<file path="config.mk">
export PLATFORM = sky130hd
export DESIGN_NAME = wildcard_glob_matcher
export DESIGN_NICKNAME = d
export VERILOG_FILES = /design/src/hw/rtl/wgm_pkg.sv /design/src/hw/rtl/wgm_front.sv /design/src/hw/rtl/wgm_back.sv /design/src/hw/rtl/wildcard_glob_matcher.sv
export SDC_FILE = /design/constraint.sdc
export NUM_CORES = 1
export LEC_CHECK = 0
export ABC_AREA = 1
export BUFFER_PORTS_ARGS = -buffer_cell sky130_fd_sc_hd__buf_2
export CAP_MARGIN = 20
export CORE_MARGIN = 3
export CORE_UTILIZATION = 39
export DETAILED_ROUTE_END_ITERATION = 10
export GPL_TIMING_DRIVEN = 0
export PLACE_DENSITY_LB_ADDON = 0.1
export SETUP_SLACK_MARGIN = 0.5
export SLEW_MARGIN = 20
export SYNTH_ARGS = -nofsm -noshare
export SYNTH_HDL_FRONTEND = slang
export SYNTH_HIERARCHICAL = 1
export SYNTH_SLANG_ARGS = --single-unit
</file>
<file path="constraint.sdc">
create_clock -name clk_i -period 2.8 [get_ports clk_i]
set_input_delay 0.28 -clock clk_i [delete_from_list [all_inputs] [get_ports clk_i]]
set_output_delay 0.28 -clock clk_i [all_outputs]
set_load 0.02 [all_outputs]
</file>
<file path="src/hw/rtl/wgm_pkg.sv">
// Package for the glob wildcard matcher: opcodes, glob bytes and word types.
// No dependencies; imported by every module of the block.
package wgm_pkg;

  typedef enum logic [1:0] {
    OP_CLEAR  = 2'd0,
    OP_APPEND = 2'd1,
    OP_TEXT   = 2'd2,
    OP_END    = 2'd3
  } wgm_op_e;

  localparam logic [7:0] STAR_BYTE  = 8'h2A;
  localparam logic [7:0] QMARK_BYTE = 8'h3F;

  localparam int unsigned QUEUE_DEPTH = 2;

  typedef struct packed {
    wgm_op_e    opcode;
    logic [7:0] byte_value;
  } wgm_in_t;

  typedef struct packed {
    logic matched;
    logic pattern_overflow;
  } wgm_out_t;

  // classified word as held in the queue
  typedef struct packed {
    wgm_op_e    op;
    logic [7:0] value;
    logic       is_star;
    logic       is_qmark;
  } wgm_item_t;

endpackage

</file>
<file path="src/hw/rtl/wgm_front.sv">
// Front end of the glob matcher: classifies input words and queues them.
// Depends on wgm_pkg.
module wgm_front import wgm_pkg::*; (
  input  logic      clk_i,
  input  logic      rst_ni,
  input  logic      in_valid_i,
  output logic      in_ready_o,
  input  wgm_in_t   in_data_i,
  output logic      head_valid_o,
  input  logic      head_ready_i,
  output wgm_item_t head_o
);

  localparam int unsigned PtrW = (QUEUE_DEPTH > 1) ? $clog2(QUEUE_DEPTH) : 1;
  localparam int unsigned CntW = $clog2(QUEUE_DEPTH + 1);

  wgm_item_t            q_mem [QUEUE_DEPTH];
  wgm_item_t            item;
  logic [PtrW-1:0]      wr_ptr_q, wr_ptr_d, rd_ptr_q, rd_ptr_d;
  logic [CntW-1:0]      cnt_q, cnt_d;
  logic                 push, pop;

  always_comb begin
    item.op       = in_data_i.opcode;
    item.value    = in_data_i.byte_value;
    item.is_star  = (in_data_i.byte_value == STAR_BYTE);
    item.is_qmark = (in_data_i.byte_value == QMARK_BYTE);
  end

  assign in_ready_o   = (cnt_q != CntW'(QUEUE_DEPTH));
  assign head_valid_o = (cnt_q != '0);
  assign head_o       = q_mem[rd_ptr_q];
  assign push         = in_valid_i & in_ready_o;
  assign pop          = head_valid_o & head_ready_i;

  always_comb begin
    wr_ptr_d = wr_ptr_q;
    rd_ptr_d = rd_ptr_q;
    if (push) begin
      wr_ptr_d = (wr_ptr_q == PtrW'(QUEUE_DEPTH - 1)) ? '0 : wr_ptr_q + PtrW'(1);
    end
    if (pop) begin
      rd_ptr_d = (rd_ptr_q == PtrW'(QUEUE_DEPTH - 1)) ? '0 : rd_ptr_q + PtrW'(1);
    end
    cnt_d = cnt_q + CntW'(push) - CntW'(pop);
  end

  always_ff @(posedge clk_i or negedge rst_ni) begin
    if (!rst_ni) begin
      wr_ptr_q <= '0;
      rd_ptr_q <= '0;
      cnt_q    <= '0;
    end else begin
      wr_ptr_q <= wr_ptr_d;
      rd_ptr_q <= rd_ptr_d;
      cnt_q    <= cnt_d;
    end
  end

  always_ff @(posedge clk_i) begin
    if (push) begin
      q_mem[wr_ptr_q] <= item;
    end
  end

endmodule

</file>
<file path="src/hw/rtl/wgm_back.sv">
// Back end of the glob matcher: pattern cells, active-position vector,
// star closure by parallel prefix, and the result register. Depends on wgm_pkg.
module wgm_back import wgm_pkg::*; #(
  parameter int unsigned PatternLen = 32
) (
  input  logic      clk_i,
  input  logic      rst_ni,
  input  logic      head_valid_i,
  output logic      head_ready_o,
  input  wgm_item_t head_i,
  output logic      out_valid_o,
  input  logic      out_ready_i,
  output wgm_out_t  out_data_o
);

  localparam int unsigned LenW = $clog2(PatternLen + 1);
  localparam int unsigned IdxW = $clog2(PatternLen);
  localparam int unsigned Lv   = $clog2(PatternLen + 1);

  logic [7:0]            pat_q [PatternLen];
  logic [PatternLen-1:0] qm_q;
  logic [PatternLen-1:0] star_q, star_d;
  logic [PatternLen-1:0] used_q, used_d;
  logic [LenW-1:0]       len_q, len_d;
  logic                  ovf_q, ovf_d;
  logic [PatternLen:0]   act_q, act_d;
  logic [PatternLen:0]   stepv, base;
  logic [Lv:0][PatternLen:0] g_s, p_s;
  logic                  out_valid_q, out_valid_d;
  wgm_out_t              out_q, out_d;
  logic                  fire, full, wr_en, out_free;
  logic [IdxW-1:0]       wr_idx;

  assign full         = used_q[PatternLen-1];
  assign out_free     = ~out_valid_q | out_ready_i;
  assign head_ready_o = (head_i.op != OP_END) | out_free;
  assign fire         = head_valid_i & head_ready_o;
  assign wr_en        = fire & (head_i.op == OP_APPEND) & ~full;
  assign wr_idx       = len_q[IdxW-1:0];
  assign out_valid_o  = out_valid_q;
  assign out_data_o   = out_q;

  // one text byte against every live cell
  always_comb begin
    stepv = '0;
    for (int i = 0; i < PatternLen; i++) begin
      if (act_q[i] & used_q[i]) begin
        if (star_q[i]) begin
          stepv[i] = 1'b1;
        end else if (qm_q[i] | (pat_q[i] == head_i.value)) begin
          stepv[i+1] = 1'b1;
        end
      end
    end
  end

  always_comb begin
    used_d  = used_q;
    star_d  = star_q;
    len_d   = len_q;
    ovf_d   = ovf_q;
    base    = '0;
    base[0] = 1'b1;
    case (head_i.op)
      OP_CLEAR: begin
        used_d = '0;
        len_d  = '0;
        ovf_d  = 1'b0;
      end
      OP_APPEND: begin
        if (!full) begin
          used_d[wr_idx] = 1'b1;
          star_d[wr_idx] = head_i.is_star;
          len_d          = len_q + LenW'(1);
        end else begin
          ovf_d = 1'b1;
        end
      end
      OP_TEXT: begin
        base = stepv;
      end
      default: begin
      end
    endcase
  end

  // segmented OR scan: a run of stars carries activity forward
  always_comb begin
    g_s[0]    = base;
    p_s[0]    = '0;
    for (int j = 1; j <= PatternLen; j++) begin
      p_s[0][j] = used_d[j-1] & star_d[j-1];
    end
    for (int k = 0; k < Lv; k++) begin
      for (int j = 0; j <= PatternLen; j++) begin
        if (j >= (1 << k)) begin
          g_s[k+1][j] = g_s[k][j] | (p_s[k][j] & g_s[k][j-(1<<k)]);
          p_s[k+1][j] = p_s[k][j] & p_s[k][j-(1<<k)];
        end else begin
          g_s[k+1][j] = g_s[k][j];
          p_s[k+1][j] = p_s[k][j];
        end
      end
    end
    act_d = g_s[Lv];
  end

  always_comb begin
    out_valid_d = out_valid_q;
    out_d       = out_q;
    if (out_ready_i) begin
      out_valid_d = 1'b0;
    end
    if (fire && (head_i.op == OP_END)) begin
      out_valid_d            = 1'b1;
      out_d.matched          = ~ovf_q & act_q[len_q];
      out_d.pattern_overflow = ovf_q;
    end
  end

  always_ff @(posedge clk_i or negedge rst_ni) begin
    if (!rst_ni) begin
      used_q      <= '0;
      len_q       <= '0;
      ovf_q       <= 1'b0;
      act_q       <= (PatternLen + 1)'(1);
      out_valid_q <= 1'b0;
    end else begin
      out_valid_q <= out_valid_d;
      if (fire) begin
        used_q <= used_d;
        len_q  <= len_d;
        ovf_q  <= ovf_d;
        act_q  <= act_d;
      end
    end
  end

  always_ff @(posedge clk_i) begin
    out_q <= out_d;
    if (fire) begin
      star_q <= star_d;
    end
    if (wr_en) begin
      pat_q[wr_idx] <= head_i.value;
      qm_q[wr_idx]  <= head_i.is_qmark;
    end
  end

  a_len_count: assert property (@(posedge clk_i) disable iff (!rst_ni)
    $countones(used_q) == int'(len_q))
    else $error("pattern length and filled cells disagree");

  a_act_range: assert property (@(posedge clk_i) disable iff (!rst_ni)
    (act_q & ~{used_q, 1'b1}) == '0)
    else $error("active position beyond pattern end");

  a_ovf_full: assert property (@(posedge clk_i) disable iff (!rst_ni)
    ovf_q |-> full)
    else $error("overflow flagged with free pattern cells");

  a_end_result: assert property (@(posedge clk_i) disable iff (!rst_ni)
    (fire && (head_i.op == OP_END)) |=> out_valid_q)
    else $error("end of text gave no result word");

endmodule

</file>
<file path="src/hw/rtl/wildcard_glob_matcher.sv">
// Glob wildcard matcher ('?' any byte, '*' any run of bytes).
// Input word: opcode and byte; output word: match and overflow bits.
// A front end classifies and queues input words (two-word queue); the back
// end holds the pattern cells and the active-position vector.
// Each word is executed as the back end accepts it, so one word per cycle
// is sustained unless an end-of-text word waits on a busy result register;
// its result shows on the output register in the cycle after the back end
// accepts it. Clear, append and text-byte words give no result.
// The back end advances all pattern positions in parallel and closes over
// runs of '*' with a log-depth prefix scan, which sets the cycle time.
// Reset empties the pattern, clears the overflow flag and restarts matching.
// The pattern store itself is not cleared. While a result waits for the
// receiver, text and pattern words keep flowing; a further end-of-text word
// waits in the queue, and the input stalls only once the queue is full.
// Depends on wgm_pkg, wgm_front and wgm_back.
module wildcard_glob_matcher import wgm_pkg::*; #(
  parameter int unsigned PATTERN_LEN = 32
) (
  input  logic     clk_i,
  input  logic     rst_ni,
  input  logic     in_valid_i,
  output logic     in_ready_o,
  input  wgm_in_t  in_data_i,
  output logic     out_valid_o,
  input  logic     out_ready_i,
  output wgm_out_t out_data_o
);

  logic      head_valid, head_ready;
  wgm_item_t head;

  wgm_front u_front (
    .clk_i        (clk_i),
    .rst_ni       (rst_ni),
    .in_valid_i   (in_valid_i),
    .in_ready_o   (in_ready_o),
    .in_data_i    (in_data_i),
    .head_valid_o (head_valid),
    .head_ready_i (head_ready),
    .head_o       (head)
  );

  wgm_back #(
    .PatternLen (PATTERN_LEN)
  ) u_back (
    .clk_i        (clk_i),
    .rst_ni       (rst_ni),
    .head_valid_i (head_valid),
    .head_ready_o (head_ready),
    .head_i       (head),
    .out_valid_o  (out_valid_o),
    .out_ready_i  (out_ready_i),
    .out_data_o   (out_data_o)
  );

endmodule

</file>
Word-level counts from Yosys, hierarchy flattened. Memories as Yosys holds them, arrays and structs flattened. Cells that the tools add are included.

Memories kept: 2. Output and inout port bits: 4. Logic and storage cells: 702. Bits in writable memories: 280. Input port bits: 14. Register bits: 143.

Equality and inequality tests: 41. Multiplexer cells: 151. Bitwise operators: 480. $lt $le $gt $ge: 3. Reduce and logical (&&, ||, !) cells: 8. $add $sub $neg: 5.

Memory list: u_back.pat_q (words 32, bits a word 8, read ports 32, clocked after Yosys merged registers in 0, write ports 1, line wgm_back.sv:20) `logic [7:0] pat_q [PatternLen];`; u_front.q_mem (words 2, bits a word 12, read ports 1, clocked after Yosys merged registers in 0, write ports 1, line wgm_front.sv:17) `wgm_item_t q_mem [QUEUE_DEPTH];`.

Operators by type and width (count): AND 1 bit (307); equality test 8 bit (32); OR 1 bit (169); two-way mux 1 bit (107); two-way mux 32 bit (3); bitwise mux 32 bit (2); two-way mux 2 bit (32); one-hot mux 32 bit (2 select lines) (1); two-way mux 33 bit (1); OR 32 bit (1); equality test 8 x 6 -> 1 bit, second input constant (2); one-hot mux 6 bit (2 select lines) (1); < comparator 6 x 7 -> 1 bit, second input constant (1); adder 6 x 1 -> 6 bit, second input constant (1); binary-select mux 1 bit (select 6 bit) (1); < comparator 5 x 6 -> 1 bit, second input constant (1); two-way mux 6 bit (1); inequality test 2 bit, second input constant (3); AND reduction 3 bit (2); nonzero test 2 bit (3); demux 1 bit (select 5 bit) (1); greater-or-equal comparator 5 x 1 -> 1 bit, second input constant (1); equality test 2 bit, second input constant (2); inverter 1 bit (3); other kinds (8) (10).

Longest topological paths before layout. An unclocked memory read counts as a cell.

Depth in word-level cells: 80. Mapped depth: 25. Mapped depth without buffers: 22.

By module. The synthesis kept the hierarchy.

Modules (own cells, without submodules): wgm_back (seq. area each 11497.3 µm², area each 19971.7 µm², times used 1, cells each 2098); wgm_front (seq. area each 820.8 µm², area each 1136.1 µm², times used 1, cells each 102).

Least setup slack after synthesis. No wires, ideal clock.

Kind: register -> register. Start: register u_front.rd_ptr_q. End: register u_back.out_q (netlist bit u_back/out_data_o[0]) (enable). Path buffers: 3. Setup time: 300 ps. Clock period less this slack: 2966 ps. Data required time: 2500 ps. Arrival: 2666 ps. Slack: -166 ps. Cell stages (with the launch flop): 13. Path through: dfrtp_1 -> buf_4 -> nand2_1 -> nand2_1 -> buf_4 -> nand2_1 -> inv_1 -> nand3_1 -> nand2_1 -> inv_2 -> buf_1 -> nand2_1 -> inv_1.

RTL lines: start: declaration (line wgm_front.sv:19) `logic [PtrW-1:0] wr_ptr_q, wr_ptr_d, rd_ptr_q, rd_ptr_d;`; start signal: assignment (line wgm_front.sv:55) `rd_ptr_q <= rd_ptr_d;`; end signal: assignment (line wgm_back.sv:140) `out_q <= out_d;`; end: declaration (line wgm_back.sv:30) `wgm_out_t out_q, out_d;`.

==> reports/metrics.cfg <==
[status]
status = complete, but fails checks
violations = setup timing

[detailed_routing]
antenna_left = 0
vias = 16400
drc = 0
wl_mm = 72.8
vias_per_cell = 5.27
dr.pass1.iters = 6
routedWlPerCell_um = 23.5
drtIter0Drc = 1533

[worst_setup_path]
cp_num_buf_inv = 5
critPathLaunchType = register
startpoint = u_front/rd_ptr_q
endpoint_kind = register
crit_slowest_cell = clkbuf_1
crit_family = simple AND/OR/NAND/NOR gates
cp_common_cell = nand2_1
cp_max_fo = 10
r2r-start = u_front/rd_ptr_q
reg2reg_slack_ns = -0.21
cpPeakStageDelay_ns = 0.53
reg2reg_to = u_back/act_q[23]
crit_required_ns = 3.32
arrival_ns = 3.53
worstPathCellList = inv_6, buf_12, nand2_1, nand2_1, buf_6, buf_4, nor2_4, clkbuf_1, nand3_1, nand2_1, nand2_1, nand2_2, nor2_1, nand2_2, nand2_4, o21ai_4
reg2regPathDepth = 16
critical_path_class = reg2reg

[synth]
yosys-top-cells-area = edfxtp_1 49%, nand2_1 11%, dfrtp_1 9.0%, xnor2_1 7.9%, inv_1 3.5%
synth_top_area_share = 0.492
synthArstFlopShare = 0.182
synth_compound_area_frac = 0.0484
syn_avg_cell_area_um2 = 9.59
synthAdderAreaFrac = 0.00356
ys_types = 50
synth_flop_cell = edfxtp_1
synth_area_leader_cell = edfxtp_1
ys_seq_elements = 423
synthesis.area_mm2 = 0.0211
synth_cells = 2200
synth-simple-area-share = 0.214
yosysSeqAreaShare = 0.584
synthesis.nets = 2220
synth-xor-area-share = 0.0963
yosys_warnings = 6
synth_edf_count = 346
synth_top_family_by_area = simple AND/OR/NAND/NOR gates
muxShareOfSynthArea = 0

[global_route]
antenna_found_initial = 2
grt_usage = 0.254
grtUsageMet1 = 0.367
grt_max_degree = 45
grt_pass1_vias = 15600
grt_busiest_layer = met2
grt_pass1_wl_mm = 106
gr-usage-met3 = 0.0405
global_route.usage.met2 = 0.396
grt_overflow = 0

[timing]
setup_tns_ns = -2.60
period_minus_slack_ns = 3.01
finalHoldViolCount = 0
setup_viol = 22
period_share = 1.08
worst_pin_slew_ns = 0.868
skew_ns = 0.0185
slew_headroom = 0.419
fin_ws_ns = -0.212
rsz0062_at_grt = true
fmax_mhz = 332
drv_slew = 0

[final_layout]
multi_input_area_mm2 = 0.00930
antennaDiodeCount = 0
final_cell_area_mm2 = 0.0269
drive_gt1_frac = 0.250
layout.nets = 2395
ff_latch_area_mm2 = 0.0123
area_growth_pct = 27.7
n_fill_cell = 4891
final_cells = 3101

[worst_hold_path]
hold_path.class = in2async

[power]
power.switching_mw = 10.8
sequentialPowerShare = 0.318
combPwrFrac = 0.451
cell_internal_pwr_mw = 16.3
clkPwrFrac = 0.231
p_sw_frac = 0.399
peakVddDrop_mv = 0.637
powerDensity_mw_per_mm2 = 1000
power.leakage_nw = 10.6

[cts]
insertion_delay_ns = 0.59
clkSlewWorstSetupHoldPaths_ns = 0.06
numClockSinks = 423
root_buffer = clkbuf_16
htree_levels = 2
cts_tree = yes
cts_buffers = 48
cts_max_path_buffers = 3

[floorplan]
initial_utilization = 0.398
rows = 84
die_area_mm2 = 0.0569
die_w_um = 239
ioPinCount = 18
core_mm2 = 0.0531
fp.dieH_um = 239

[place]
pre_cts_ws_ns = -1.08
dp_hpwl_mm = 44.9
gp_congestion = 0.987
placed_cell_area_mm2 = 0.0224
placed_cells = 2909
numPortBuffers = 17

[job]
cap_violations = 0

## area by class of cell
cell class,count,share of cell area
buffer,73,0.0353
sequential,423,0.457
timing repair buffer,112,0.0427
clock buffer,72,0.0498
multi-input combinational,1503,0.345
clock inverter,16,0.00701
inverter,214,0.0310
tap,688,0.0319
## layer usage
metal,vias up,share of wire,wire length (µm)
met2,569,0.45,32700
met4,0,0.034,2440
met1,8085,0.45,32400
li1,7590,-,-
met5,-,0,0
met3,110,0.073,5290
## metrics by stage
stage               total power, mW  hold slack [ns]  utilization
finish                         27.1            0.178        0.508
floorplan                      14.2          -0.0156            -
global placement               17.4            0.454        0.421
detailed placement             17.5            0.212        0.423
global route                   28.2            0.209        0.508
CTS                            26.5            0.186        0.492
## registers in the layout, indices dropped and copies added, names as in the netlist, 2 cells and up
name	count
u_front/q_mem	24
u_back/star_q	32
u_back/act_q	33
u_back/len_q	6
u_back/pat_q	256
u_back/used_q	32
u_front/cnt_q	2
u_back/qm_q	32
u_back/out_data_o	2
## repair_timing
| item | in CTS | in global routing |
|---|---|---|
| buffers inserted | 57 | 15 |
| setup endpoints to repair | 402 | 393 |
| hold buffers | 13 | 0 |
| endpoints found under the hold margin | 98 | 0 |
| pin swaps | 56 | 38 |
| gates resized for setup | 330 | 195 |
| cloned | 12 | 6 |
## worst max path at each step
stage                            end  slack (ns)  depth (start not counted)
floorplan           u_back/act_q[26]        0.38                         22
global placement    u_back/act_q[23]       -1.09                         19
detailed placement  u_back/act_q[23]       -1.08                         19
CTS                 u_back/act_q[22]       -0.16                         20
global route        u_back/act_q[23]       -0.39                         23
finish              u_back/act_q[23]       -0.21                         16
## cell families after synthesis
group                      after synthesis
DFF                                    423
and+or+nand+nor                       1069
AOI/OAI and AO/OA                      183
buffers and inverters                  287
xor gates and xnor gates               232
adders and majority gates                6
## cells in the final DEF (no fill, tap or decap), types with 6 or more instances in the layout
cell type,n
nand4_1,8
ha_1,6
clkbuf_1,25
nand3_2,17
nand3_1,116
clkbuf_8,6
inv_6,6
nor2_2,46
dlygate4sd3_1,13
nand2_1,508
edfxtp_1,346
clkinv_1,7
xnor2_2,7
nand2_8,18
o21ai_1,13
nor2_4,46
dfrtp_1,74
nand2_4,30
nor3_2,13
inv_2,16
a21oi_1,30
clkbuf_16,59
buf_6,14
xnor2_1,184
buf_2,22
o21ai_0,65
buf_4,68
inv_1,190
o21ai_2,12
nor2_1,104
buf_8,8
nand2_2,99
xor2_1,41
nor3_1,32
buf_12,30
a21oi_2,15
o22ai_1,19
or2_2,18
## synth_stat cells (2+ instances only)
| master | instances |
|---|---|
| nand3_1 | 130 |
| a31oi_1 | 5 |
| buf_1 | 5 |
| nor4_2 | 2 |
| nor3_2 | 2 |
| xor2_1 | 41 |
| nor2_1 | 179 |
| dfrtp_1 | 76 |
| clkbuf_1 | 31 |
| o31ai_1 | 2 |
| o21bai_1 | 6 |
| nand2_1 | 636 |
| nor2_4 | 4 |
| buf_4 | 5 |
| inv_1 | 197 |
| inv_2 | 15 |
| nand2_4 | 2 |
| or2_2 | 21 |
| or2_1 | 4 |
| edfxtp_1 | 346 |
| xnor2_1 | 191 |
| nand3_2 | 3 |
| nor2_2 | 8 |
| o211ai_1 | 2 |
| o21ai_1 | 18 |
| nor3b_1 | 2 |
| and2_1 | 8 |
| nand4_1 | 8 |
| o21ai_0 | 72 |
| buf_2 | 30 |
| nor3_1 | 46 |
| nand2_2 | 9 |
| a21oi_1 | 45 |
| nor4_1 | 3 |
| o22ai_1 | 21 |
| ha_1 | 6 |
| o21a_1 | 2 |
| o21ai_2 | 5 |
## power groups by stage
| stage | Sequential (mW) | Clock [mW] | Combinational, mW |
|---|---|---|---|
| 6_report | 8.60 | 6.26 | 12.2 |
| 5_1_grt | 8.65 | 6.66 | 12.9 |
| 4_1_cts | 8.58 | 6.40 | 11.5 |
| 3_5_place_dp | 8.69 | 0 | 8.77 |
| 3_3_place_gp | 8.67 | 0 | 8.71 |
| 2_1_floorplan | 8.57 | 0 | 5.62 |
(Power assumes the default switching activity.)
